## config.mk

```make
export PLATFORM = sky130hd
export DESIGN_NAME = spi_nine_bit_dc_packer
export DESIGN_NICKNAME = d
export VERILOG_FILES = /design/src/spnb_pkg.sv /design/src/spnb_front.sv /design/src/spnb_fifo.sv /design/src/spnb_back.sv /design/src/spi_nine_bit_dc_packer.sv
export SDC_FILE = /design/constraint.sdc
export NUM_CORES = 1
export LEC_CHECK = 0
export ABC_AREA = 0
export BUFFER_PORTS_ARGS = -buffer_cell sky130_fd_sc_hd__buf_2
export CELL_PAD_IN_SITES_DETAIL_PLACEMENT = 1
export CELL_PAD_IN_SITES_GLOBAL_PLACEMENT = 2
export CORE_AREA = 5 5 114 116
export CTS_CLUSTER_SIZE = 30
export DETAILED_ROUTE_END_ITERATION = 7
export DIE_AREA = 0 0 119 121
export GPL_ROUTABILITY_DRIVEN = 0
export GPL_TIMING_DRIVEN = 1
export PLACE_DENSITY_LB_ADDON = 0.1
export SETUP_SLACK_MARGIN = 0.02
export SLEW_MARGIN = 10
export SYNTH_ARGS = -nofsm -noshare
export SYNTH_HDL_FRONTEND = slang
export SYNTH_HIERARCHICAL = 1
export SYNTH_SLANG_ARGS = --single-unit
```

## constraint.sdc

```tcl
create_clock -name clk -period 3.8 [get_ports clk]
set_input_delay 0.38 -clock clk [delete_from_list [all_inputs] [get_ports clk]]
set_output_delay 0.38 -clock clk [all_outputs]
set_load 0.005 [all_outputs]
```

## src/spnb_pkg.sv

```systemverilog
// Shared types and constants for the nine-bit data/command packer.
package spnb_pkg;

    // Bits a pending partial output byte can hold.
    localparam int unsigned PEND_W = 7;

    // Symbol position that closes a group of eight.
    localparam logic [2:0] GROUP_LAST = 3'd7;

    // Output bytes produced by one full group of eight symbols.
    localparam logic [3:0] GROUP_BYTES = 4'd9;

    // Work handed from the front to the back: emit 'count' words,
    // first then second then zeros; flag the final one when 'last' is set.
    typedef struct packed {
        logic [7:0] first;
        logic [7:0] second;
        logic [3:0] count;
        logic       last;
    } spnb_job_t;

endpackage

```

## src/spnb_front.sv

```systemverilog
// Front end: accepts command bytes, forms symbols and packs them into jobs.
module spnb_front
(
    input  logic                 clk,
    input  logic                 rst_n,
    input  logic                 src_valid,
    output logic                 src_stall,
    input  logic [7:0]           data_byte,
    input  logic                 end_of_command,
    input  logic                 queue_full,
    output logic                 push,
    output spnb_pkg::spnb_job_t  job
);

    logic [spnb_pkg::PEND_W-1:0] pend_reg;
    logic [spnb_pkg::PEND_W-1:0] pend_next;
    logic [2:0]                  pos_reg;
    logic [2:0]                  pos_next;
    logic                        start_reg;
    logic                        start_next;
    logic [15:0]                 sym_w;
    logic [15:0]                 win_w;
    logic                        accept;

    assign src_stall = queue_full;
    assign accept    = src_valid && !queue_full;
    assign push      = accept;

    // Place the new symbol right after the pending bits, MSB first.
    always_comb
    begin
        sym_w = {7'b0, !start_reg, data_byte} << (3'd7 - pos_reg);
        win_w = {pend_reg, 9'b0} | sym_w;
    end

    always_comb
    begin
        job.first  = win_w[15:8];
        job.second = win_w[7:0];
        job.last   = end_of_command;
        priority if (pos_reg == spnb_pkg::GROUP_LAST)
        begin
            job.count = 4'd2;
        end
        else if (end_of_command)
        begin
            // leftover byte plus zero padding up to nine bytes per group
            job.count = spnb_pkg::GROUP_BYTES - {1'b0, pos_reg};
        end
        else
        begin
            job.count = 4'd1;
        end
    end

    always_comb
    begin
        pend_next  = pend_reg;
        pos_next   = pos_reg;
        start_next = start_reg;
        if (accept)
        begin
            priority if (end_of_command)
            begin
                pend_next  = '0;
                pos_next   = '0;
                start_next = 1'b1;
            end
            else
            begin
                pend_next  = (pos_reg == spnb_pkg::GROUP_LAST) ? '0 : win_w[7:1];
                pos_next   = pos_reg + 3'd1;
                start_next = 1'b0;
            end
        end
    end

    always_ff @(posedge clk or negedge rst_n)
    begin
        if (!rst_n)
        begin
            pend_reg  <= '0;
            pos_reg   <= '0;
            start_reg <= 1'b1;
        end
        else
        begin
            pend_reg  <= pend_next;
            pos_reg   <= pos_next;
            start_reg <= start_next;
        end
    end

    a_start_clean: assert property (@(posedge clk) disable iff (!rst_n)
        start_reg |-> (pos_reg == 3'd0 && pend_reg == '0))
        else $error("command start with leftover packed bits");

endmodule

```

## src/spnb_fifo.sv

```systemverilog
// Two-entry job queue between the front and back ends.
module spnb_fifo
(
    input  logic                 clk,
    input  logic                 rst_n,
    input  logic                 push,
    input  spnb_pkg::spnb_job_t  push_job,
    output logic                 full,
    input  logic                 pop,
    output logic                 nonempty,
    output spnb_pkg::spnb_job_t  head
);

    spnb_pkg::spnb_job_t mem_reg [2];
    logic                wr_ptr_reg;
    logic                wr_ptr_next;
    logic                rd_ptr_reg;
    logic                rd_ptr_next;
    logic [1:0]          cnt_reg;
    logic [1:0]          cnt_next;

    assign full     = (cnt_reg == 2'd2);
    assign nonempty = (cnt_reg != 2'd0);
    assign head     = mem_reg[rd_ptr_reg];

    always_comb
    begin
        wr_ptr_next = push ? !wr_ptr_reg : wr_ptr_reg;
        rd_ptr_next = pop ? !rd_ptr_reg : rd_ptr_reg;
        cnt_next    = cnt_reg + {1'b0, push} - {1'b0, pop};
    end

    always_ff @(posedge clk)
    begin
        if (push)
        begin
            mem_reg[wr_ptr_reg] <= push_job;
        end
    end

    always_ff @(posedge clk or negedge rst_n)
    begin
        if (!rst_n)
        begin
            wr_ptr_reg <= 1'b0;
            rd_ptr_reg <= 1'b0;
            cnt_reg    <= 2'd0;
        end
        else
        begin
            wr_ptr_reg <= wr_ptr_next;
            rd_ptr_reg <= rd_ptr_next;
            cnt_reg    <= cnt_next;
        end
    end

    a_no_overflow: assert property (@(posedge clk) disable iff (!rst_n)
        !(push && full))
        else $error("job queue overflow");

    a_no_underflow: assert property (@(posedge clk) disable iff (!rst_n)
        !(pop && !nonempty))
        else $error("job queue underflow");

endmodule

```

## src/spnb_back.sv

```systemverilog
// Back end: walks each job and drives packed words into the output register.
module spnb_back
(
    input  logic                 clk,
    input  logic                 rst_n,
    input  logic                 job_valid,
    input  spnb_pkg::spnb_job_t  job,
    output logic                 pop,
    output logic                 dst_valid,
    input  logic                 dst_stall,
    output logic [7:0]           out_byte,
    output logic                 last_byte
);

    logic [3:0] idx_reg;
    logic [3:0] idx_next;
    logic       valid_reg;
    logic       valid_next;
    logic [7:0] byte_reg;
    logic [7:0] byte_next;
    logic       last_reg;
    logic       last_next;
    logic       load;
    logic       final_word;

    assign load       = job_valid && (!valid_reg || !dst_stall);
    assign final_word = (idx_reg == job.count - 4'd1);
    assign pop        = load && final_word;

    assign dst_valid = valid_reg;
    assign out_byte  = byte_reg;
    assign last_byte = last_reg;

    always_comb
    begin
        idx_next   = idx_reg;
        valid_next = valid_reg;
        byte_next  = byte_reg;
        last_next  = last_reg;
        if (load)
        begin
            valid_next = 1'b1;
            last_next  = job.last && final_word;
            unique case (idx_reg)
                4'd0:    byte_next = job.first;
                4'd1:    byte_next = job.second;
                default: byte_next = 8'h00;
            endcase
            // advance within the job, or drop back for the next one
            idx_next = final_word ? 4'd0 : idx_reg + 4'd1;
        end
        else if (!dst_stall)
        begin
            valid_next = 1'b0;
        end
    end

    always_ff @(posedge clk)
    begin
        byte_reg <= byte_next;
        last_reg <= last_next;
    end

    always_ff @(posedge clk or negedge rst_n)
    begin
        if (!rst_n)
        begin
            idx_reg   <= 4'd0;
            valid_reg <= 1'b0;
        end
        else
        begin
            idx_reg   <= idx_next;
            valid_reg <= valid_next;
        end
    end

    a_idx_in_job: assert property (@(posedge clk) disable iff (!rst_n)
        job_valid |-> (job.count != 4'd0 && idx_reg < job.count))
        else $error("word index outside current job");

    a_idx_idle: assert property (@(posedge clk) disable iff (!rst_n)
        !job_valid |-> idx_reg == 4'd0)
        else $error("word index left over with no job queued");

endmodule

```

## src/spi_nine_bit_dc_packer.sv

```systemverilog
// Top level of the nine-bit data/command packer: front end, job queue, back end.
// The first word of a byte is registered in the job queue, then in the output register.
// Throughput: one output word per cycle while dst_stall is low; an input byte yields
// as many words as its job count (1 or 2, up to 9 on the final byte), set by the front end.
// Sustained: 9 output words per 8 input bytes; a two-entry job queue decouples input.
// Reset: asynchronous, active low; clears packing state and empties the queue.
module spi_nine_bit_dc_packer
(
    input  logic       clk,
    input  logic       rst_n,
    input  logic       src_valid,
    output logic       src_stall,
    input  logic [7:0] data_byte,
    input  logic       end_of_command,
    output logic       dst_valid,
    input  logic       dst_stall,
    output logic [7:0] out_byte,
    output logic       last_byte
);

    spnb_pkg::spnb_job_t push_job;
    spnb_pkg::spnb_job_t head_job;
    logic                push;
    logic                pop;
    logic                full;
    logic                nonempty;

    spnb_front u_front
    (
        .clk            (clk),
        .rst_n          (rst_n),
        .src_valid      (src_valid),
        .src_stall      (src_stall),
        .data_byte      (data_byte),
        .end_of_command (end_of_command),
        .queue_full     (full),
        .push           (push),
        .job            (push_job)
    );

    spnb_fifo u_fifo
    (
        .clk      (clk),
        .rst_n    (rst_n),
        .push     (push),
        .push_job (push_job),
        .full     (full),
        .pop      (pop),
        .nonempty (nonempty),
        .head     (head_job)
    );

    spnb_back u_back
    (
        .clk       (clk),
        .rst_n     (rst_n),
        .job_valid (nonempty),
        .job       (head_job),
        .pop       (pop),
        .dst_valid (dst_valid),
        .dst_stall (dst_stall),
        .out_byte  (out_byte),
        .last_byte (last_byte)
    );

endmodule
```

==> results of run 1 <==
==> per-stage QoR <==
step | worst slack [ns] | instances | instance area (um2) | total power [mW] | util
2_1_floorplan | 1.05 | 259 | 3450 | 2.20 | -
3_3_place_gp | 0.913 | 419 | 3690 | 2.52 | 0.313
3_5_place_dp | 0.887 | 419 | 3690 | 2.54 | 0.313
4_1_cts | 0.897 | 435 | 3960 | 3.30 | 0.335
5_1_grt | 0.729 | 435 | 3960 | 3.48 | 0.335
6_report | 0.953 | 435 | 3960 | 3.24 | 0.335
==> layout make-up <==
class / count / area (um2) / share of cell area
Tap cell: 147 / 184 / 0.0465
Sequential cell: 71 / 2030 / 0.514
Clock inverter: 7 / 38.8 / 0.00980
Clock buffer: 9 / 225 / 0.0569
Timing Repair Buffer: 27 / 145 / 0.0367
Inverter: 11 / 41.3 / 0.0104
Multi-Input combinational cell: 163 / 1290 / 0.326
==> layer usage <==
metal	track usage	share of wire
met1	0.158	0.51
met2	0.170	0.45
met3	0.0261	0.031
met5	0	0
met4	0.0478	0.010
==> critical path, stage by stage, from the launching register on <==
cell     delay, ns
dfrtp_1       0.40
buf_4         0.30
mux2_2        0.39
nor3_1        0.27
xnor2_2       0.13
nor3_2        0.34
ha_1          0.30
inv_1         0.06
ha_1          0.13
xor3_1        0.39
==> Yosys cell counts (5+ instances only) <==
cell type  count
ha_1           9
nand2_1       14
a22oi_1        8
mux2_2        25
edfxtp_1      51
nor2_1        19
dfrtp_1       19
inv_1         10
o21ai_0       11
a21o_1         5
==> path summary, 6_finish.rpt <==
path                                     endpoint  slack (ns)         startpoint
worst max-delay path            u_fifo/cnt_reg[1]        0.95  u_fifo/rd_ptr_reg
min in group clk                 u_back/dst_valid        0.28          dst_stall
worst min-delay path            u_back/idx_reg[3]        0.04              rst_n
max in group asynchronous       u_front/start_reg        3.38              rst_n
worst max register to register  u_fifo/cnt_reg[1]        0.95  u_fifo/rd_ptr_reg
worst min register to register  u_fifo/wr_ptr_reg        0.49  u_fifo/wr_ptr_reg
==> where the power goes <==
part | total (mW) | leakage, nW | switching (mW) | internal (mW)
sequential | 1.31 | 0.733 | 0.137 | 1.18
clock | 0.749 | 0.130 | 0.314 | 0.435
combinational | 1.18 | 0.678 | 0.655 | 0.522
total | 3.24 | 1.54 | 1.11 | 2.14
==> layout by cell type (no fill, tap or decap), types with 2 or more instances in the layout <==
| master | netlist | routed |
|---|---|---|
| clkinv_1 | 0 | 2 |
| nor2b_1 | 4 | 4 |
| nand2_1 | 14 | 14 |
| and2_1 | 3 | 3 |
| a211oi_1 | 3 | 3 |
| buf_2 | 4 | 23 |
| mux2_2 | 25 | 25 |
| o211ai_1 | 3 | 3 |
| nand3_1 | 3 | 3 |
| nor3_1 | 4 | 4 |
| buf_4 | 2 | 4 |
| xor2_1 | 4 | 4 |
| nor2_1 | 19 | 19 |
| a21oi_1 | 4 | 4 |
| dfrtp_1 | 19 | 19 |
| edfxtp_1 | 51 | 51 |
| nand3b_1 | 2 | 2 |
| or3_1 | 2 | 2 |
| inv_1 | 10 | 10 |
| nor3_2 | 2 | 2 |
| nand2b_1 | 4 | 4 |
| clkbuf_16 | 0 | 9 |
| mux2i_4 | 2 | 2 |
| a21o_1 | 5 | 5 |
| mux2i_1 | 4 | 4 |
| ha_1 | 9 | 9 |
| and3b_1 | 2 | 2 |
| clkinv_2 | 0 | 3 |
| a22o_1 | 4 | 4 |
| or2_2 | 2 | 2 |
| o22ai_1 | 3 | 3 |
| a22oi_1 | 8 | 8 |
| o21ai_0 | 11 | 11 |
==> cell families after synthesis <==
family,count (synthesis),share of synthesized area
xor+xnor,8,0.0308
flops,71,0.589
simple gates,62,0.0913
compound gates,53,0.113
fa+ha+maj,9,0.0326
buf+inv,25,0.0373
mux,31,0.106
==> summary.txt, run 1 <==
Timing
  – Fin crit period: 2.85 ns
  – Worst Tran Pin Value: approximately 0.73 ns
  – Setup Viol. Count Final: 0
  – Hold_ws: ~0.038 ns
  – Period utilization: 0.749
  – Peak Freq: around 350 MHz
  – Hold Fails Final Rpt: 0
  – Skew final: ~0.005 ns
  – Max Slew Vio Count: 0
  – RSZ-0062 raised after global routing: no
  – Slew headroom: 0.509
  – Setup tns final: 0 ns

Clocking
  – CTS clock-pin slew for the worst setup and hold paths: approximately 0.060 ns
  – Sink Count: a little over 70
  – Post-CTS resize count: 0
  – CTS tree: done
  – Post-CTS Repair Setup Buffers: 0
  – Clock buffer depth: 2
  – Cts hold-fix bufs: 0
  – H-tree depth: 3
  – CTS root buffer: clkbuf_16
  – Cts bufs inserted: 9
  – Clk_lat worst skew: 0.33 ns

Worst setup path
  – CP Launch Type: flop
  – Worst-path fanout max: 19
  – Crit. End Element: flop
  – WP data arrival: 3.05 ns
  – Kind of critical path: reg2reg
  – Critical Path RT: 4.00 ns
  – R2R depth: 9

Floorplan
  – # rows: 40
  – Starting density of the core: 0.292
  – Die area: roughly 14,000 um2
  – Die W: ~120 um
  – # IOs: 24
  – Core area: 11,800 um2
  – Chip Height: approximately 120 um

Synth
  – Synth area leader: edfxtp_1
  – Mapped Cells: 259
  – Seq/Total Area, Yosys: 0.589
  – Synth top area cells: edfxtp_1, dfrtp_1, mux2_2
  – Number of synthesized flops with an enable pin: 51
  – Mapped Area: 3450 um2
  – Share of the synthesized area in the top cell type: 0.443
  – Synth Flop Type: edfxtp_1
  – Async SR Flop Fraction: 0.282
  – Syn Area/Cell: about 13 um2
  – FF+latch count, synth: slightly above 70
  – Synthesized Nets: 281
  – Synth unique cells: 52
  – YS warnings: 6

Global routing
  – Global-route wire length before repair: between 10,000 and 15,000 um
  – Overflow left after global routing: 0
  – Vias in the first global route: approximately 2,200
  – Total GRT Usage: 0.114
  – Initial antenna violation count: 0
  – Largest net degree at the start of global routing: 23

Cells and area
  – Ant diodes: 0
  – Nets: slightly above 300
  – Max reg flops: 42
  – Syn-to-layout area delta: 14.6%
  – Fraction of layout cells with a size suffix above 1: 0.278
  – Fill cells: ~1,200

Pwr
  – Leakage power: about 1.5 nW
  – Worst-case vdd ir drop: 0.000222 V
  – Power Density: 819 nW/um2

Hold path
  – Min-delay worst type: in2async

Status
  – Status: finished, final reports clean

Routing
  – Antenna Violating Nets Remaining: 0
  – Initial DRC count: 83
  – First-pass DRT Iterations: 4
  – DRT Wirelength: 7660 um
  – Via-to-Cell Ratio: 4.75
  – Vias: ~2,100
  – # DRC: 0
  – Routed WL per cell: between 15 and 20 um

Placed design
  – Detail Placement HPWL: between 5000 and 6000 um
  – IO Port Bufs: 23

Run
  – Max-cap viol count: 0
Power figures use the tool's default switching activity.
==> run 2: changes to the inputs <==
clock period = 2.89 ns   (was 3.8 ns; I/O delays follow)
==> summary.txt, run 2 (synthesis gave the netlist of run 1 again) <==
Global routing
  – Initial antenna violation count: 0
  – Global-route wire length before repair: 12,800 um
  – Total GRT Usage: 0.116
  – Overflow left after global routing: 0
  – Vias in the first global route: approximately 2,300
  – Largest net degree at the start of global routing: 23

Clocking
  – Sink Count: approximately 70
  – CTS clock-pin slew for the worst setup and hold paths: ~0.05 ns
  – CTS tree: done
  – CTS root buffer: clkbuf_16
  – Cts bufs inserted: 9
  – Clk_lat worst skew: roughly 0.33 ns
  – Post-CTS resize count: 0
  – H-tree depth: 3
  – Post-CTS Repair Setup Buffers: 0
  – Clock buffer depth: 2

Worst setup path
  – WP data arrival: 2.82 ns
  – Reg-to-Reg Start: u_fifo/rd_ptr_reg
  – Worst-path fanout max: 19
  – Critical Path RT: around 3.1 ns
  – Crit path from: u_fifo/rd_ptr_reg
  – Worst R2R Setup Slack: 0.27 ns
  – Worst Setup EP: u_fifo/cnt_reg[1]
  – RR Endpoint: u_fifo/cnt_reg[1]
  – Crit. End Element: flop
  – CP Launch Type: flop
  – Kind of critical path: reg2reg
  – R2R depth: 9

Cells and area
  – Multi-input logic area: roughly 1300 um2
  – Commonest cells after routing, fill and taps aside: edfxtp_1, mux2_2, buf_2
  – Final Instance Count excl. Fillers: around 440
  – Commonest non-fill, non-tap cell in the layout: edfxtp_1
  – Fill cells: ~1,300
  – Ant diodes: 0
  – Fin area: slightly above 4000 um2
  – Syn-to-layout area delta: 17.3%
  – Seq. cell area: between 2000 and 2500 um2
  – Nets: ~300
  – Fraction of layout cells with a size suffix above 1: 0.284
  – Max reg flops: 42

Placed design
  – Detail Placement HPWL: ~5500 um
  – Placed cell area: 3720 um2
  – Dpl ws: 0.203 ns
  – IO Port Bufs: 23
  – Cells after DPL: approximately 420

Floorplan
  – Die area: around 14,000 um2
  – Chip Height: between 100 and 150 um
  – Core area: 11,800 um2
  – # IOs: 24
  – Die W: around 120 um
  – # rows: 40
  – Starting density of the core: 0.292

Timing
  – Peak Freq: ~380 MHz
  – Fin crit period: 2.62 ns
  – Worst Tran Pin Value: around 0.75 ns
  – Slew headroom: 0.498
  – RSZ-0062 raised after global routing: no
  – Max Slew Vio Count: 0
  – Skew final: between 0.004 and 0.005 ns
  – Setup ws final: ~0.27 ns
  – Hold Fails Final Rpt: 0
  – Setup tns final: 0 ns
  – Period utilization: 0.907
  – Setup Viol. Count Final: 0

Routing
  – Via-to-Cell Ratio: 4.71
  – Antenna Violating Nets Remaining: 0
  – # DRC: 0
  – Vias: between 2,000 and 2,500
  – DRT Wirelength: roughly 7700 um
  – Initial DRC count: 92
  – First-pass DRT Iterations: 4
  – Routed WL per cell: between 15 and 20 um

Status
  – Status: finished, final reports clean

Pwr
  – Power Density: about 1100 nW/um2
  – Worst-case vdd ir drop: roughly 0.00046 V
  – Leakage power: 1.59 nW

Hold path
  – Min-delay worst type: in2reg

Run
  – Max-cap viol count: 0
==> run 2: cell count changes in the layout (fill, tap and decap cells not counted), moves of 2 or more <==
cell,previous run,this run
clkinv_2,3,0
clkinv_4,0,2
buf_4,4,7
bufinv_16,0,2
==> run 2: worst min-delay path by stage <==
stage | startpoint | to | slack (ns) | cells after the start
global route | dst_stall | u_back/dst_valid | 0.19 | 2
detailed placement | rst_n | u_back/idx_reg[2] | 0.33 | 1
CTS | dst_stall | u_back/dst_valid | 0.18 | 2
floorplan | rst_n | u_back/dst_valid | -0.007 | 0
global placement | rst_n | u_front/pend_reg[5] | 0.35 | 1
finish | dst_stall | u_back/dst_valid | 0.19 | 2
==> run 2: cell type report <==
type | instances | share of cell area
Tap cell | 147 | 0.0454
Sequential cell | 71 | 0.502
Timing Repair Buffer | 31 | 0.0439
Multi-Input combinational cell | 163 | 0.319
Clock inverter | 5 | 0.0201
Inverter | 11 | 0.0102
Clock buffer | 11 | 0.0599
==> run 2: per-layer routing <==
metal  share of wire  track usage  vias to the layer above
met4           0.015       0.0434                        0
met2            0.44        0.173                       27
li1                -            -                     1011
met3           0.027       0.0270                       10
met1            0.51        0.162                     1021
met5               0            0                        -
==> run 2: power by group <==
part,internal (mW),switching [mW],total (mW)
sequential,1.55,0.223,1.77
clock,0.779,0.407,1.19
combinational,0.702,0.823,1.53
total,3.03,1.45,4.48
==> run 2: repair_timing <==
| item | 4_1_cts | 5_1_grt |
|---|---|---|
| hold endpoints to repair | 19 | 0 |
| hold buffers | 1 | 0 |
| setup endpoints to repair | 0 | 0 |
==> run 2: per-stage QoR <==
step | total power [mW] | hold slack (ns) | utilization
5_1_grt | 4.81 | 0.187 | 0.343
4_1_cts | 4.58 | 0.178 | 0.343
2_1_floorplan | 2.90 | -0.00659 | -
3_3_place_gp | 3.33 | 0.347 | 0.315
6_report | 4.48 | 0.194 | 0.343
3_5_place_dp | 3.35 | 0.334 | 0.315
==> run 2: worst max-delay path, cell delays in order (launching register included) <==
cell	delay [ns]
dfrtp_1	0.41
buf_4	0.31
mux2_2	0.38
xnor2_1	0.23
xnor2_2	0.14
nor3_2	0.17
ha_1	0.27
inv_1	0.06
ha_1	0.14
xor3_1	0.39
==> run 3: changes to the inputs <==
SETUP_SLACK_MARGIN = 0.4   (was 0.02)
==> summary.txt, run 3 (synthesis gave the netlist of run 1 again) <==
Floorplan
  – # rows: 40
  – Core area: approximately 12,000 um2
  – # IOs: 24
  – Chip Height: 121 um
  – Die area: 14,400 um2
  – Die W: 119 um
  – Starting density of the core: 0.292

Routing
  – Antenna Violating Nets Remaining: 0
  – Routed WL per cell: about 17 um
  – DRT Wirelength: ~7700 um
  – Vias: slightly above 2,000
  – Via-to-Cell Ratio: roughly 4.7
  – Initial DRC count: 57
  – First-pass DRT Iterations: 4
  – # DRC: 0

Pwr
  – Leakage power: about 1.6 nW
  – Worst-case vdd ir drop: approximately 0.00046 V
  – Power Density: about 1100 nW/um2
  – Power, Total: between 4 and 5 mW

Cells and area
  – Seq. cell area: 2030 um2
  – Multi-input logic area: around 1300 um2
  – Fraction of layout cells with a size suffix above 1: 0.313
  – Commonest cells after routing, fill and taps aside: edfxtp_1, buf_2, mux2_2
  – Final Instance Count excl. Fillers: between 400 and 500
  – Commonest non-fill, non-tap cell in the layout: edfxtp_1
  – Ant diodes: 0
  – Max reg flops: 42
  – Syn-to-layout area delta: 18.0%
  – Fill cells: approximately 1,300
  – Nets: a little over 300

Worst setup path
  – Critical Path RT: 3.09 ns
  – Worst-path fanout max: 4
  – Reg-to-Reg Start: u_fifo/rd_ptr_reg
  – Slowest cell on crit path: dfrtp_2
  – Max incr delay on CP: 0.44 ns
  – WP data arrival: 2.56 ns
  – Crit-path cells: mux2_4, inv_2, ha_4, xor2_1, nand3_2, nor3_4, ha_1, inv_1, ha_2, xor3_1
  – Buf/Inv on CP: 2
  – R2R depth: 10
  – RR Endpoint: u_fifo/cnt_reg[1]
  – Worst R2R Setup Slack: between 0.5 and 0.6 ns
  – CP top delay family: adder cells
  – Kind of critical path: reg2reg
  – Crit. End Element: flop
  – CP Launch Type: flop

Global routing
  – Vias in the first global route: 2,242
  – Initial antenna violation count: 0
  – Largest net degree at the start of global routing: 23
  – Overflow left after global routing: 0
  – Global-route wire length before repair: 12,500 um
  – Total GRT Usage: 0.114

Hold path
  – WHS Endpoint: u_back/dst_valid
  – Hold Path Origin: dst_stall
  – Min-delay worst type: in2reg
  – WHS Path Cells: 2

Clocking
  – CTS tree: done
  – Clock buffer depth: 2
  – Cts bufs inserted: 9
  – Sink Count: roughly 70
  – CTS clock-pin slew for the worst setup and hold paths: 0.06 ns
  – CTS root buffer: clkbuf_16
  – H-tree depth: 3
  – Clk_lat worst skew: between 0.3 and 0.4 ns

Timing
  – Skew final: about 0.0060 ns
  – Period utilization: 0.818
  – Setup tns final: 0 ns
  – Setup Viol. Count Final: 0
  – Peak Freq: around 420 MHz
  – Worst Tran Pin Value: about 0.92 ns
  – Hold_ws: ~0.19 ns
  – Max Slew Vio Count: 0
  – Slew headroom: 0.387
  – Hold Fails Final Rpt: 0
  – RSZ-0062 raised after global routing: no
  – Fin crit period: 2.36 ns

Placed design
  – IO Port Bufs: 23
  – Cells after DPL: ~420
  – Detail Placement HPWL: roughly 5500 um

Run
  – Max-cap viol count: 0

Status
  – Status: finished, final reports clean
run 3: cell count changes in the layout (fill, tap and decap cells not counted), sizes merged:
cell,change
clkinv,+1
clkinvlp,+1
bufinv,-1
clkbuf,-1
buf,+2
run 3: per-stage QoR:
stage                      util  worst slack [ns]  area, um2
after floorplan               -             0.395       3480
after global placement    0.317             0.492       3740
after detailed placement  0.317             0.413       3740
after CTS                 0.343             0.456       4050
after global routing      0.345             0.399       4070
final                     0.345             0.527       4070
run 3: area by class of cell:
| type | instances | area share |
|---|---|---|
| clock inverters | 6 | 0.0147 |
| flip-flops and latches | 71 | 0.499 |
| inverters | 11 | 0.0101 |
| clock buffers | 10 | 0.0587 |
| well taps | 147 | 0.0451 |
| repair buffers | 33 | 0.0473 |
| multi-input cells | 163 | 0.325 |
run 3: how the worst max path moves through the flow:
stage	start	to	slack (ns)	depth (start not counted)
global placement	u_fifo/rd_ptr_reg	u_fifo/cnt_reg[1]	0.49	10
global route	u_fifo/rd_ptr_reg	u_fifo/cnt_reg[1]	0.40	10
finish	u_fifo/rd_ptr_reg	u_fifo/cnt_reg[1]	0.53	10
CTS	u_fifo/rd_ptr_reg	u_fifo/cnt_reg[1]	0.46	10
floorplan	u_fifo/rd_ptr_reg	u_fifo/cnt_reg[1]	0.39	11
detailed placement	u_fifo/rd_ptr_reg	u_fifo/cnt_reg[1]	0.41	10
run 3: worst register-to-register path: stages, from the launching register on:
cell and delay, ns:
dfrtp_2 0.44, mux2_4 0.32, inv_2 0.07, ha_4 0.20, xor2_1 0.18, nand3_2 0.14, nor3_4 0.22, ha_1 0.25
inv_1 0.06, ha_2 0.16, xor3_1 0.21
run 3: metal layers:
| metal | GRT usage | routed length (um) | vias up |
|---|---|---|---|
| li1 | - | - | 1026 |
| met1 | 0.156 | 3860 | 1012 |
| met2 | 0.174 | 3500 | 34 |
| met3 | 0.0233 | 238 | 6 |
| met4 | 0.0507 | 113 | 0 |
| met5 | 0 | 0 | - |
run 3: power by group:
| part | leakage, nW | total [mW] | internal [mW] | switching (mW) |
|---|---|---|---|---|
| sequential | 0.732 | 1.78 | 1.55 | 0.234 |
| combinational | 0.717 | 1.59 | 0.743 | 0.844 |
| clock | 0.146 | 1.10 | 0.686 | 0.413 |
run 3: repair_timing:
item | 4_1_cts | 5_1_grt
gates resized for setup | 1 | 0
cloned | 0 | 0
endpoints found under the hold margin | 19 | 0
pin swaps | 0 | 1
endpoints found under the setup margin | 1 | 1
hold buffers | 1 | 0
buffers inserted | 0 | 3
